$ cat src/rtl/core/grid_ray_caster_dda_unit_macros.svh
// Assertion macros for the grid ray caster.
`ifndef GRID_RAY_CASTER_DDA_UNIT_MACROS_SVH
`define GRID_RAY_CASTER_DDA_UNIT_MACROS_SVH

`ifndef ASSERT_OFF
`define GRC_ASSERT(lbl, prop) \
  lbl: assert property (@(posedge clk) disable iff (rst) (prop)) \
    else $error("grc assertion failed");
`define GRC_ASSERT_ALWAYS(lbl, prop) \
  lbl: assert property (@(posedge clk) (prop)) \
    else $error("grc assertion failed");
`else
`define GRC_ASSERT(lbl, prop)
`define GRC_ASSERT_ALWAYS(lbl, prop)
`endif

`endif

$ cat src/rtl/core/grc_pkg.sv
`default_nettype none
package grc_pkg;

  localparam int FRAC_BITS  = 16;
  localparam int MAP_SIDE   = 64;
  localparam int MAP_AW     = $clog2(MAP_SIDE);
  localparam int MAP_ADDR_W = 2 * MAP_AW;
  localparam int MAP_DEPTH  = MAP_SIDE * MAP_SIDE;
  localparam int MC_W       = MAP_AW + 2;
  localparam int POS_W      = 22;
  localparam int VEC_W      = 18;
  localparam int RS_W       = 12;
  localparam int COL_W      = 12;
  localparam int CELL_W     = 8;
  localparam int CFG_W      = 22;
  localparam int CFG_IDX_W  = 3;
  localparam int CAM_W      = 31;
  localparam int PROD_W     = 49;
  localparam int RD_W       = 34;
  localparam int SD_W       = 47;
  localparam int DVD_W      = 40;
  localparam int DVS_W      = 32;
  localparam int DIV_CNT_W  = 6;
  localparam int NUM_W      = MC_W + 2 + FRAC_BITS;
  localparam int MAX_STEPS  = 2 * MAP_SIDE + 2;
  localparam int STEP_W     = 8;
  localparam int DIST_W     = 22;
  localparam int PIX_W      = 12;

  localparam logic [SD_W-1:0]   DIST_INF  = SD_W'(1) << 46;
  localparam logic [DIST_W-1:0] DIST_MAX  = '1;
  localparam logic [PIX_W-1:0]  PIX_MAX   = '1;
  localparam logic [CELL_W-1:0] WALL_BYTE = 8'd49;

  typedef enum logic [CFG_IDX_W-1:0] {
    REG_POS_X, REG_POS_Y, REG_DIR_X, REG_DIR_Y,
    REG_PLANE_X, REG_PLANE_Y, REG_RENDER_SIZE
  } cfg_reg_t;

  typedef enum logic [4:0] {
    OP_NONE, OP_CLEAR, OP_LOAD, OP_WRITE,
    OP_DIV_CAM, OP_TAKE_CAM, OP_PROD, OP_RAY,
    OP_DIV_DX, OP_TAKE_DX, OP_DIV_DY, OP_TAKE_DY,
    OP_SIDE, OP_STEP, OP_HIT,
    OP_DIV_DIST, OP_TAKE_DIST, OP_DIV_LH, OP_TAKE_LH, OP_EMIT
  } dp_op_t;

  typedef struct packed {
    logic clear_last;
    logic action;
    logic div_busy;
    logic div_done;
    logic off_map;
    logic wall;
    logic steps_done;
  } status_t;

  typedef struct packed {
    logic              action;
    logic [COL_W-1:0]  column;
    logic [MAP_AW-1:0] map_row;
    logic [MAP_AW-1:0] map_col;
    logic [CELL_W-1:0] cell_value;
  } item_t;

  typedef struct packed {
    logic [COL_W-1:0]  column_out;
    logic              wall_found;
    logic              hit_side;
    logic [MAP_AW-1:0] hit_col;
    logic [MAP_AW-1:0] hit_row;
    logic [DIST_W-1:0] wall_distance;
    logic [PIX_W-1:0]  line_height;
    logic [PIX_W-1:0]  draw_start;
    logic [PIX_W-1:0]  draw_end;
  } res_t;

endpackage
`default_nettype wire

$ cat src/rtl/core/grc_ctrl.sv
`default_nettype none
`include "grid_ray_caster_dda_unit_macros.svh"
module grc_ctrl (
  input  logic              clk,
  input  logic              rst,
  input  logic              in_valid,
  output logic              in_ready,
  output logic              out_valid,
  input  logic              out_ready,
  input  grc_pkg::status_t  st,
  output grc_pkg::dp_op_t   op
);
  import grc_pkg::*;

  typedef enum logic [4:0] {
    S_CLEAR, S_IDLE, S_DECODE,
    S_CAM_DIV, S_CAM_WAIT, S_PROD, S_RAY,
    S_DX_DIV, S_DX_WAIT, S_DY_DIV, S_DY_WAIT, S_SIDE,
    S_STEP, S_READ, S_CHECK,
    S_DIST_DIV, S_DIST_WAIT, S_LH_DIV, S_LH_WAIT, S_DONE
  } state_t;

  state_t state, state_next;
  logic   emit;

  assign in_ready = (state == S_IDLE);
  assign emit     = (state == S_DONE) && (!out_valid || out_ready);

  always_comb begin
    state_next = state;
    op         = OP_NONE;
    unique case (state)
      S_CLEAR: begin
        op = OP_CLEAR;
        if (st.clear_last) state_next = S_IDLE;
      end
      S_IDLE: begin
        if (in_valid) begin
          op         = OP_LOAD;
          state_next = S_DECODE;
        end
      end
      S_DECODE: begin
        if (st.action) begin
          state_next = S_CAM_DIV;
        end else begin
          op         = OP_WRITE;
          state_next = S_IDLE;
        end
      end
      S_CAM_DIV: begin
        op         = OP_DIV_CAM;
        state_next = S_CAM_WAIT;
      end
      S_CAM_WAIT: begin
        if (st.div_done) begin
          op         = OP_TAKE_CAM;
          state_next = S_PROD;
        end
      end
      S_PROD: begin
        op         = OP_PROD;
        state_next = S_RAY;
      end
      S_RAY: begin
        op         = OP_RAY;
        state_next = S_DX_DIV;
      end
      S_DX_DIV: begin
        op         = OP_DIV_DX;
        state_next = S_DX_WAIT;
      end
      S_DX_WAIT: begin
        if (st.div_done) begin
          op         = OP_TAKE_DX;
          state_next = S_DY_DIV;
        end
      end
      S_DY_DIV: begin
        op         = OP_DIV_DY;
        state_next = S_DY_WAIT;
      end
      S_DY_WAIT: begin
        if (st.div_done) begin
          op         = OP_TAKE_DY;
          state_next = S_SIDE;
        end
      end
      S_SIDE: begin
        op         = OP_SIDE;
        state_next = S_STEP;
      end
      S_STEP: begin
        op         = OP_STEP;
        state_next = S_READ;
      end
      S_READ: begin
        state_next = st.off_map ? S_DONE : S_CHECK;
      end
      S_CHECK: begin
        if (st.wall) begin
          op         = OP_HIT;
          state_next = S_DIST_DIV;
        end else if (st.steps_done) begin
          state_next = S_DONE;
        end else begin
          state_next = S_STEP;
        end
      end
      S_DIST_DIV: begin
        op         = OP_DIV_DIST;
        state_next = S_DIST_WAIT;
      end
      S_DIST_WAIT: begin
        if (st.div_done) begin
          op         = OP_TAKE_DIST;
          state_next = S_LH_DIV;
        end
      end
      S_LH_DIV: begin
        op         = OP_DIV_LH;
        state_next = S_LH_WAIT;
      end
      S_LH_WAIT: begin
        if (st.div_done) begin
          op         = OP_TAKE_LH;
          state_next = S_DONE;
        end
      end
      S_DONE: begin
        if (emit) begin
          op         = OP_EMIT;
          state_next = S_IDLE;
        end
      end
      default: state_next = S_IDLE;
    endcase
  end

  always_ff @(posedge clk) begin
    if (rst) begin
      state     <= S_CLEAR;
      out_valid <= 1'b0;
    end else begin
      state <= state_next;
      if (emit) begin
        out_valid <= 1'b1;
      end else if (out_ready) begin
        out_valid <= 1'b0;
      end
    end
  end

  `GRC_ASSERT(a_wait_on_div, (state == S_CAM_WAIT || state == S_DX_WAIT || state == S_DY_WAIT || state == S_DIST_WAIT || state == S_LH_WAIT) |-> (st.div_busy || st.div_done))
  `GRC_ASSERT(a_emit_shows, (op == OP_EMIT) |=> out_valid)
  `GRC_ASSERT(a_step_bound, (state == S_STEP) |-> !st.steps_done)
endmodule
`default_nettype wire

$ cat config.mk
export PLATFORM = sky130hd
export DESIGN_NAME = grc_ctrl
export DESIGN_NICKNAME = d
export VERILOG_FILES = /design/src/rtl/core/grc_pkg.sv /design/src/rtl/core/grc_ctrl.sv
export VERILOG_INCLUDE_DIRS = /design/src /design/src/rtl/core
export SDC_FILE = /design/constraint.sdc
export NUM_CORES = 1
export LEC_CHECK = 0
export ABC_AREA = 1
export BUFFER_PORTS_ARGS = -buffer_cell sky130_fd_sc_hd__clkbuf_2
export CAP_MARGIN = 20
export CORE_MARGIN = 5
export CORE_UTILIZATION = 53
export CTS_CLUSTER_DIAMETER = 100
export DETAILED_ROUTE_END_ITERATION = 16
export GPL_ROUTABILITY_DRIVEN = 0
export HOLD_SLACK_MARGIN = 0.1
export PLACE_DENSITY_LB_ADDON = 0.12
export RECOVER_POWER = 50
export SLEW_MARGIN = 30
export SYNTH_ARGS = -nofsm -noshare
export SYNTH_HDL_FRONTEND = slang
export SYNTH_SLANG_ARGS = --single-unit
$ cat constraint.sdc
create_clock -name clk -period 2 [get_ports clk]
set_clock_uncertainty 0.1 [all_clocks]
set_input_delay 0.4 -clock clk [delete_from_list [all_inputs] [get_ports clk]]
set_output_delay 0.4 -clock clk [all_outputs]
set_load 0.02 [all_outputs]
# == Word level (Yosys, flattened, before mapping) ==
# Cells that the tools add are included.
# word_totals
reg_bits,6
latchBits,0
ram_bits,0
romBits,0
in_bits,11
out_inout_bits,7
word_cells,60
mem_count,0
# classes
add_sub_neg,0
multipliers,0
n_div,0
magnitude_cmp,0
n_eq_ne,27
n_shift,0
mux,25
bitwise,0
n_reduce_logical,6
# op_table
op,count
$pmux 5 s20,1
$pmux 5 s19,1
$mux 5,14
$eq 5x4->1 const B,8
$eq 5x3->1 const B,4
$eq 5x5->1 const B,4
$ne 2x2->1 const B,8
$mux 4,3
$eq 5x2->1 const B,2
$reduce_and 8->1,1
$mux 2,3
$eq 5x1->1 const B,1
$logic_not 5->1,1
$mux 3,1
$mux 1,2
$reduce_bool 2->1,1
$logic_and 1x1->1,1
$logic_not 1->1,1
$logic_or 1x1->1,1

# == Logic depth before layout (Yosys ltp) ==
# Gate-level depths: netlist of run 1.
# logic_depth
word_depth,5
ltp_mapped,11
mapped_depth_nobuf,10

# == Least setup slack after synthesis of run 1 ==
# Ideal clock, no wire load.
# synth_timing
path_type,flip-flop to output port
from,reg state[2]
to,out op[4]
arrival_ps,1447
required_ps,1500
path_slack_ps,53
stages_incl_launch_ff,5
n_path_buf,1
path_cell_list,dfxtp_1 nor2_2 buf_4 inv_2 o41ai_1
# synth_via
elab_chain_len,4
# synth_rtl
item,line_no,text
start: declaration,grc_ctrl.sv:23,"state_t state, state_next;"
start signal: assignment,grc_ctrl.sv:145,state <= state_next;
$eq 5x5->1,"grc_ctrl.sv:27, grc_ctrl.sv:32",
$logic_and 1x1->1,grc_ctrl.sv:27,assign emit = (state == S_DONE) && (!out_valid || out_ready);
$mux 5,grc_ctrl.sv:131,if (emit) begin
$pmux 5 s19 *,grc_ctrl.sv:32,unique case (state)
end: declaration,grc_ctrl.sv:11,output grc_pkg::dp_op_t op
# Every way passes the cells marked *; elsewhere a longest branch is shown, timed or not.

# == Worst setup path in the final report of run 1 ==
# layout_timing
from,reg state[0]
to,out op[1]
# The elaborated chain is that of the path after synthesis.

==> results of run 1 <==
where the power goes:
part           switching, uW  leakage [uW]  internal (uW)
sequential              40.5     0.0000522            150
clock                   52.5     0.0000138           68.5
combinational            478      0.000570            322
cell usage in the layout (no fill, tap or decap), drive strengths merged:
cell / netlist / layout
nand2: 43 / 43
nor2: 26 / 26
inv: 24 / 24
buf: 3 / 20
nand3: 16 / 16
clkbuf: 0 / 15
nand4: 8 / 8
o21ai: 6 / 6
dfxtp: 6 / 6
a21oi: 5 / 5
nor3: 3 / 3
and3: 1 / 1
nor4: 1 / 1
o41ai: 1 / 1
nor3b: 1 / 1
o21bai: 1 / 1
o211ai: 1 / 1
o21a: 1 / 1
cells in the mapped netlist, drive strengths merged:
cell,number,area [sq um]
a21oi,5,25.0
and3,1,6.26
buf,3,26.3
dfxtp,6,120
inv,24,92.6
nand2,43,186
nand3,16,85.1
nand4,8,50.1
nor2,26,118
nor3,3,26.3
nor3b,1,7.51
nor4,1,6.26
o211ai,1,7.51
o21a,1,7.51
o21ai,6,30.0
o21bai,1,7.51
o41ai,1,8.76
layer usage:
| layer | global-route usage | share of wire | routed length (um) | vias to the layer above |
|---|---|---|---|---|
| li1 | - | - | - | 541 |
| met1 | 0.250 | 0.38 | 1010 | 488 |
| met2 | 0.343 | 0.48 | 1310 | 52 |
| met5 | 0 | 0 | 0 | - |
| met4 | 0.0852 | 0.032 | 87 | 0 |
| met3 | 0.0520 | 0.11 | 286 | 16 |
final cells by class:
type / count / share of cell area
tap: 16 / 0.0171
sequential: 6 / 0.117
clock buffer: 3 / 0.0193
inverter: 24 / 0.0814
timing repair buffer: 32 / 0.192
multi-input combinational: 114 / 0.574
per-stage QoR:
stage / util / area (sq um) / hold WS [ns] / setup TNS [ns] / std cells
after global routing: 0.794 / 1170 / 0.268 / -0.529 / 195
after global placement: 0.647 / 952 / 0.511 / 0 / 185
after floorplan: - / 811 / 0.369 / 0 / 147
final: 0.794 / 1170 / 0.247 / -0.158 / 195
after detailed placement: 0.647 / 952 / 0.521 / 0 / 185
after CTS: 0.735 / 1080 / 0.260 / -0.00702 / 192
critical path, stage by stage, from the launching register on:
cell and delay, ns:
dfxtp_4 0.39, inv_4 0.08, nor3_4 0.27, nand2_2 0.10, o21ai_2 0.14, nor2_1 0.07
nand4_1 0.10, clkbuf_8 0.15
flip-flops by register name (all words and copies together) (netlist names):
signal	flops
out_valid	1
state	5
kinds of logic (layout without fill, tap and decap cells):
group           after synthesis  count (layout)  synth area share
flops                         6               6             0.148
compound gates               15              15             0.106
buf+inv                      27              59             0.147
simple gates                 99              99             0.599
worst max path at each step:
stage / from / to / depth (start not counted)
floorplan: state[2] / op[4] / 4
global placement: state[2] / op[4] / 6
detailed placement: state[2] / op[4] / 6
CTS: state[3] / op[4] / 7
global route: state[0] / op[1] / 7
finish: state[0] / op[1] / 7
repair_timing:
item | 4_1_cts | 5_1_grt
resized for setup | 27 | 21
pin swaps | 5 | 8
endpoints found under the setup margin | 5 | 6
buffers inserted | 4 | 3
==> summary.md, run 1 <==
| Metric | Value |
|---|---|
| Critical path peak fanout | 7 |
| Clock sink count | 6 |
| Yosys warnings | 0 |
| Pwr/cell area | 952 nW/um^2 |
| Register area | 136 sq um |
| Crit start category | flip-flop |
| Peak VDD IR | 0.000734 V |
| TritonCTS clock tree | done |
| Detailed Route WL | 2.70 mm |
| Actual slew at the worst max-slew pin | 0.270 ns |
| H-tree depth | 1 |
| Initial Utilization | 0.551 |
| WL/cell | 13.8 um |
| Top Ports | 18 |
| Cell count after synthesis | 147 |
| ANT nets after route | 0 |
| Inserted Clock Buffers | 3 |
| Netlist cell types | 26 |
| Chip width | 49.1 um |
| First-pass GRT wire length | 3.96 mm |
| DRT iter0 DRCs | 33 |
| Syn Area/Cell | 5.52 sq um |
| Setup crit end kind | primary output |
| Hold path cells | 2 |
| Tot Pwr | 1110 uW |
| Filler Cells Inserted | 106 |
| Largest net degree at the start of global routing | 9 |
| Clock latency on the worst-skew pair | 0.26 ns |
| Outcome | complete, but fails checks |
| Min-Delay Path Class | in2reg |
| Crit path DAT | 1.55 ns |
| Layout cell share with drive strength beyond 1 | 0.458 |
| Worst Hold End | state[1] |
| Worst-path clk slew | 0.05 ns |
| CTS Root Cell | clkbuf_4 |
| Maximum root-to-sink buffer count | 2 |
| Mapped cell area | 811 sq um |
| Seq/Total Area, Yosys | 0.148 |
| Reg2reg setup slack | 0.31 ns |
| Max-cap violations | 0 |
| Cts hold-fix bufs | 0 |
| Die area | 2410 sq um |
| RSZ-0062 raised after global routing | yes |
| Vias post-DR | 1097 |
| Worst Setup Path Type | reg2out |
| N_diodes | 0 |
| DRT Pass-1 Iters | 4 |
| Seq cells post-synth | 6 |
| Vias in the first global route | 962 |
| Area of the multi-input gates | 671 sq um |
| Initial antenna violation count | 0 |
| Gr usage total | 0.207 |
| Via/cell ratio | 5.63 |
| Core Box Area | 1470 sq um |
| Remaining DRCs | 0 |
| Hpwl dp | 1.85 mm |
| Std-Cell Rows | 14 |
| Post-Place Worst Slack | 0.106 ns |
| Fin crit share | 1.03 |
| Hold path start | rst |
| Gr ovfl total | 0 |
| LEAKAGE | 0.000636 uW |
| Worst r2r dst | state[0] |
| Setup ws final | -0.0507 ns |
| Max Slew Vio Count | 0 |
| Worst EP required | 1.50 ns |
| Max frequency | 0.488 GHz |
| Failing checks | setup timing |
| Layout area overhead | 44.1% |
| Setup Viol. Count Final | 4 |
| Min Tclk post-route | 2.05 ns |
| Slew HR | 0.818 |
| R2R depth | 11 |
| Final Hold Viols | 0 |
| Die Y | 49.1 um |
| I/O Buffers | 16 |
| Syn nets | 158 |
| Layout net count | 192 |
| Reg2Reg Launch Point | state[1] |
(Power assumes the default switching activity.)
==> run 2: changes to the inputs <==
--- a/config.mk
+++ b/config.mk
@@ -7,12 +7,12 @@
 export NUM_CORES = 1
 export LEC_CHECK = 0
 export ABC_AREA = 1
-export BUFFER_PORTS_ARGS = -buffer_cell sky130_fd_sc_hd__clkbuf_2
 export CAP_MARGIN = 20
 export CORE_MARGIN = 5
-export CORE_UTILIZATION = 53
+export CORE_UTILIZATION = 61
 export CTS_CLUSTER_DIAMETER = 100
 export DETAILED_ROUTE_END_ITERATION = 16
+export DONT_BUFFER_PORTS = 1
 export GPL_ROUTABILITY_DRIVEN = 0
 export HOLD_SLACK_MARGIN = 0.1
 export PLACE_DENSITY_LB_ADDON = 0.12
==> run 2 against run 1 <==
Net effect: the flow still finishes with violations (setup timing); non-clock buffer count down 14; largest power group unchanged; critical path type unchanged; total power down 7.6%; clock-buffer cell count unchanged; routed wire length down 8.4%; worst setup slack worse by 0.010 ns.
==> summary.md, run 2 (same netlist as run 1, synthesis figures left out) <==
| Metric | Value |
|---|---|
| Routed met2 length | 1.17 mm |
| Sequence of cells on the critical path | buf_4 > nor4_2 > nor2_1 > o41ai_1 > buf_4 |
| Failing checks | setup timing |
| Outcome | complete, but fails checks |
| Worst r2r dst | state[0] |
| TritonCTS clock tree | done |
| Min Tclk post-route | 2.06 ns |
| Fin cells | 180 |
| Worst Hold End | state[1] |
| Die area | 2160 sq um |
| CTS Root Cell | clkbuf_4 |
| Core Box Area | 1280 sq um |
| WL/cell | 13.7 um |
| Worst-path clk slew | 0.05 ns |
| Largest net degree at the start of global routing | 9 |
| Inserted Clock Buffers | 3 |
| R2R depth | 13 |
| Total negative setup slack | -0.0609 ns |
| Actual slew at the worst max-slew pin | 0.409 ns |
| Reg with most FFs | state |
| DRT Pass-1 Iters | 4 |
| Initial Utilization | 0.631 |
| Pwr/cell area | 983 nW/um^2 |
| Min-Delay Path Class | in2reg |
| Maximum root-to-sink buffer count | 2 |
| Reg2reg setup slack | 0.24 ns |
| Cell mode on critical path | buf_4 |
| Setup crit end kind | primary output |
| Most frequent cells in the layout | 33 x nand2_1, 17 x inv_1, 17 x nor2_1 |
| Worst Setup Path Type | reg2out |
| N_diodes | 0 |
| Max-cap violations | 0 |
| Max frequency | 0.485 GHz |
| Clock latency on the worst-skew pair | 0.25 ns |
| Vias in the first global route | 952 |
| Initial antenna violation count | 0 |
| Largest registers | state (5), out_valid (1) |
| Worst EP required | 1.50 ns |
| Gr usage total | 0.254 |
| Crit start category | flip-flop |
| Setup Viol. Count Final | 1 |
| DRT iter0 DRCs | 57 |
| Detailed Route WL | 2.47 mm |
| H-tree depth | 1 |
| Slew HR | 0.724 |
| Hold path start | rst |
| Critical path peak fanout | 5 |
| Crit path DAT | 1.56 ns |
| Hold path cells | 1 |
| Most common cell after layout, fill and taps aside | nand2_1 |
| Top Metal Used | met4 |
| Fin crit share | 1.03 |
| Vias post-DR | 1043 |
| Post-Place Worst Slack | 0.0745 ns |
| Reg2Reg Launch Point | state[0] |
| Placed Cells | 170 |
| Final Hold Viols | 0 |
| Remaining DRCs | 0 |
| Met1 WL | 1.01 mm |
| Critical path's slowest cell | dfxtp_4 |
| RSZ-0062 raised after global routing | yes |
| Max stage delay on crit path | 0.37 ns |
| Gr ovfl total | 0 |
| Chip width | 46.5 um |
| Layout area overhead | 29.0% |
| Via/cell ratio | 5.79 |
| ANT nets after route | 0 |
| Max reg flops | 5 |
| Die Y | 46.5 um |
| Detail Route met3 WL | 219 um |
| I/O Buffers | 0 |
| Layout net count | 178 |
| Layout cell share with drive strength beyond 1 | 0.358 |
| First-pass GRT wire length | 3.92 mm |
| Peak VDD IR | 0.000649 V |
| Std-Cell Rows | 13 |
| Top Ports | 18 |
| Setup ws final | -0.0609 ns |
| LEAKAGE | 0.000565 uW |
| Clock sink count | 6 |
| Hpwl dp | 1.87 mm |
| Max Slew Vio Count | 0 |
[run 2: cell types whose count changed in the layout (fill, tap and decap cells not counted), sizes merged]
cell / change
buf: -3
dlygate4sd3: +1
clkbuf: -12
[run 2: report_power, final]
group / total (uW) / switching [uW] / internal, uW / leakage (uW)
combinational: 735 / 455 / 280 / 0.000500
sequential: 178 / 29.8 / 148 / 0.0000516
clock: 115 / 47.2 / 68.1 / 0.0000138
total: 1030 / 532 / 496 / 0.000565
[run 2: worst max-delay path by stage]
stage                  start     to  cells after the start
floorplan           state[2]  op[4]                      4
global route        state[0]  op[0]                      8
CTS                 state[3]  op[4]                      7
global placement    state[1]  op[4]                      7
finish              state[1]  op[4]                      5
detailed placement  state[1]  op[4]                      7
[run 2: metal layers]
| layer | up-vias | track usage |
|---|---|---|
| li1 | 517 | - |
| met1 | 468 | 0.299 |
| met4 | 0 | 0.0739 |
| met5 | - | 0 |
| met2 | 49 | 0.451 |
| met3 | 9 | 0.0586 |
[run 2: cell type report]
cell class,instances,area [sq um]
timing repair buffer,18,145
inverter,24,95.1
clock buffer,3,22.5
fill,88,239
tap,15,18.8
sequential,6,131
multi-input combinational,114,633
[run 2: metrics by stage]
step           total power (uW)  utilization  cell area (sq um)  hold WS, ns
2_1_floorplan               630            -                811        0.369
3_3_place_gp                750        0.689                886        0.371
3_5_place_dp                762        0.689                886        0.375
4_1_cts                     954        0.761                978        0.104
5_1_grt                    1100        0.814               1050        0.101
6_report                   1030        0.814               1050        0.105
[run 2: what timing repair did]
item | in CTS | in global routing
pin swaps | 7 | 9
gates resized for setup | 15 | 13
setup buffers | 4 | 2
hold buffers | 0 | 1
endpoints found under the hold margin | 0 | 1
setup endpoints to repair | 5 | 5
[run 2: worst max-delay path: cells and delay by family (launching register included)]
kind	cells	cell delay, ns
simple gates	2	0.46
buf+inv	2	0.38
flops	1	0.37
compound gates	1	0.10
==> run 3: changes to the inputs <==
--- a/config.mk
+++ b/config.mk
@@ -17,7 +17,6 @@
 export HOLD_SLACK_MARGIN = 0.1
 export PLACE_DENSITY_LB_ADDON = 0.12
 export RECOVER_POWER = 50
-export SLEW_MARGIN = 30
 export SYNTH_ARGS = -nofsm -noshare
 export SYNTH_HDL_FRONTEND = slang
 export SYNTH_SLANG_ARGS = --single-unit
==> constraint.sdc (replaced) <==
create_clock -name clk -period 2.3 [get_ports clk]
set_clock_uncertainty 0.1 [all_clocks]
set_input_delay 0.345 -clock clk [delete_from_list [all_inputs] [get_ports clk]]
set_output_delay 0.345 -clock clk [all_outputs]
set_load 0.02 [all_outputs]
==> run 3 against run 2 <==
Net effect: the flow now finishes without violations; global-route usage decreased by 2.6 points; design area down 17%; via count shrank 8.3%; critical path depth grew 2; clock-buffer cell count unchanged; total power down 29%; non-clock buffer count down 13; clock power is 17% lower; sequential power is 17% lower; sequential share of layout area up 1.4 points; critical path type unchanged; largest cell class unchanged; largest power group unchanged.
==> summary.md, run 3 (same netlist as run 1, synthesis figures left out) <==
| Metric | Value |
|---|---|
| Min Tclk post-route | 2.09 ns |
| Worst EP required | 1.86 ns |
| Std-Cell Rows | 13 |
| Via/cell ratio | 5.72 |
| Remaining DRCs | 0 |
| DRT iter0 DRCs | 62 |
| First-pass GRT wire length | 3.49 mm |
| Crit path from | state[0] |
| P_sw | 400 uW |
| WL/cell | 12.5 um |
| Reg2Reg Launch Point | state[1] |
| Max reg flops | 5 |
| Crit start category | flip-flop |
| I/O Buffers | 0 |
| Filler Cells Inserted | 122 |
| Outcome | complete, no violations |
| Largest net degree at the start of global routing | 9 |
| Peak VDD IR | 0.000567 V |
| Clk pwr share | 0.132 |
| Clock sink count | 6 |
| Gr ovfl total | 0 |
| Setup ws final | 0.209 ns |
| Post-Place Worst Slack | 0.346 ns |
| Detailed Route WL | 2.09 mm |
| Max frequency | 0.478 GHz |
| Vias in the first global route | 848 |
| Flop pwr share | 0.203 |
| Maximum root-to-sink buffer count | 2 |
| ANT nets after route | 0 |
| Slew HR | 0.763 |
| RSZ-0062 raised after global routing | no |
| Setup crit end kind | primary output |
| Worst-path clk slew | 0.04 ns |
| Sw Share | 0.550 |
| R2R depth | 10 |
| Pwr/cell area | 838 nW/um^2 |
| CP endpoint | op[4] |
| Inserted Clock Buffers | 3 |
| Clock latency on the worst-skew pair | 0.24 ns |
| Initial Utilization | 0.631 |
| Gr usage total | 0.228 |
| Die area | 2160 sq um |
| Vias post-DR | 956 |
| Top Ports | 18 |
| Min-Delay Path Class | in2reg |
| Actual slew at the worst max-slew pin | 0.352 ns |
| Int Pwr | 327 uW |
| Most common cell after layout, fill and taps aside | nand2_1 |
| Most frequent cells in the layout | 35 x nand2_1, 20 x nor2_1, 18 x inv_1 |
| LEAKAGE | 0.000482 uW |
| Largest registers | state (5), out_valid (1) |
| Layout area overhead | 6.94% |
| Max Slew Vio Count | 0 |
| Core Box Area | 1280 sq um |
| Hpwl dp | 1.74 mm |
| Setup Viol. Count Final | 0 |
| Layout net count | 165 |
| N_diodes | 0 |
| Final Hold Viols | 0 |
| H-tree depth | 1 |
| Combinational share of power | 0.665 |
| Final Hold Slack | 0.197 ns |
| Critical path peak fanout | 4 |
| Worst r2r dst | state[0] |
| CTS Root Cell | clkbuf_4 |
| Total negative setup slack | 0 ns |
| Initial antenna violation count | 0 |
| Hold path cells | 2 |
| TritonCTS clock tree | done |
| Fin crit share | 0.909 |
| Crit path DAT | 1.65 ns |
| DRT Pass-1 Iters | 4 |
| Worst Setup Path Type | reg2out |
| Die Y | 46.5 um |
| Reg2reg setup slack | 0.74 ns |
| Layout cell share with drive strength beyond 1 | 0.197 |
| Reg with most FFs | state |
| Chip width | 46.5 um |
| Max-cap violations | 0 |
==> run 3: cell types whose count changed in the layout (fill, tap and decap cells not counted), sizes merged <==
cell	previous run	this run
buf	17	4
==> run 3: critical path, cell delays in order (launching register included) <==
cell and delay, ns:
dfxtp_1 0.43, nand2_2 0.12, inv_1 0.09, nand3_1 0.08
o21ai_0 0.31, nor2_1 0.08, o41ai_1 0.08, buf_4 0.21
==> run 3: worst min-delay path by stage <==
stage	from	to	slack, ns
after floorplan	rst	state[1]	0.31
after global placement	rst	state[4]	0.32
after detailed placement	rst	state[1]	0.32
after CTS	rst	out_valid	0.19
after global routing	rst	out_valid	0.20
final	rst	out_valid	0.20
==> run 3: metal layers <==
metal,vias to the layer above,share of wire,global-route usage
met4,0,0.0048,0.0795
met2,49,0.47,0.379
li1,489,-,-
met1,416,0.40,0.280
met3,2,0.12,0.0586
met5,-,0,0
==> run 3: timing repair <==
action	in CTS	in global routing
hold buffers	1	0
gates resized for setup	0	1
endpoints found under the hold margin	4	0
setup endpoints to repair	0	2
setup buffers	0	0
==> run 3: layout make-up <==
type	count	area, sq um	area share
tap	15	18.8	0.0216
sequential	6	121	0.140
multi-input combinational	114	572	0.659
inverter	24	92.6	0.107
clock buffer	3	22.5	0.0260
timing repair buffer	5	40.0	0.0462
==> run 3: power groups by stage <==
stage / combinational [uW] / sequential, uW / clock, uW
after floorplan: 406 / 141 / 0
after global placement: 467 / 149 / 0
after detailed placement: 473 / 150 / 0
after CTS: 477 / 148 / 99.7
after global routing: 527 / 150 / 107
final: 483 / 148 / 95.9
==> run 3: through the flow <==
step / utilization / cells / area [sq um] / power [uW]
final: 0.675 / 167 / 867 / 727
after global routing: 0.675 / 167 / 867 / 785
after CTS: 0.674 / 167 / 866 / 725
after detailed placement: 0.648 / 163 / 833 / 623
after global placement: 0.648 / 163 / 833 / 616
after floorplan: - / 147 / 811 / 548
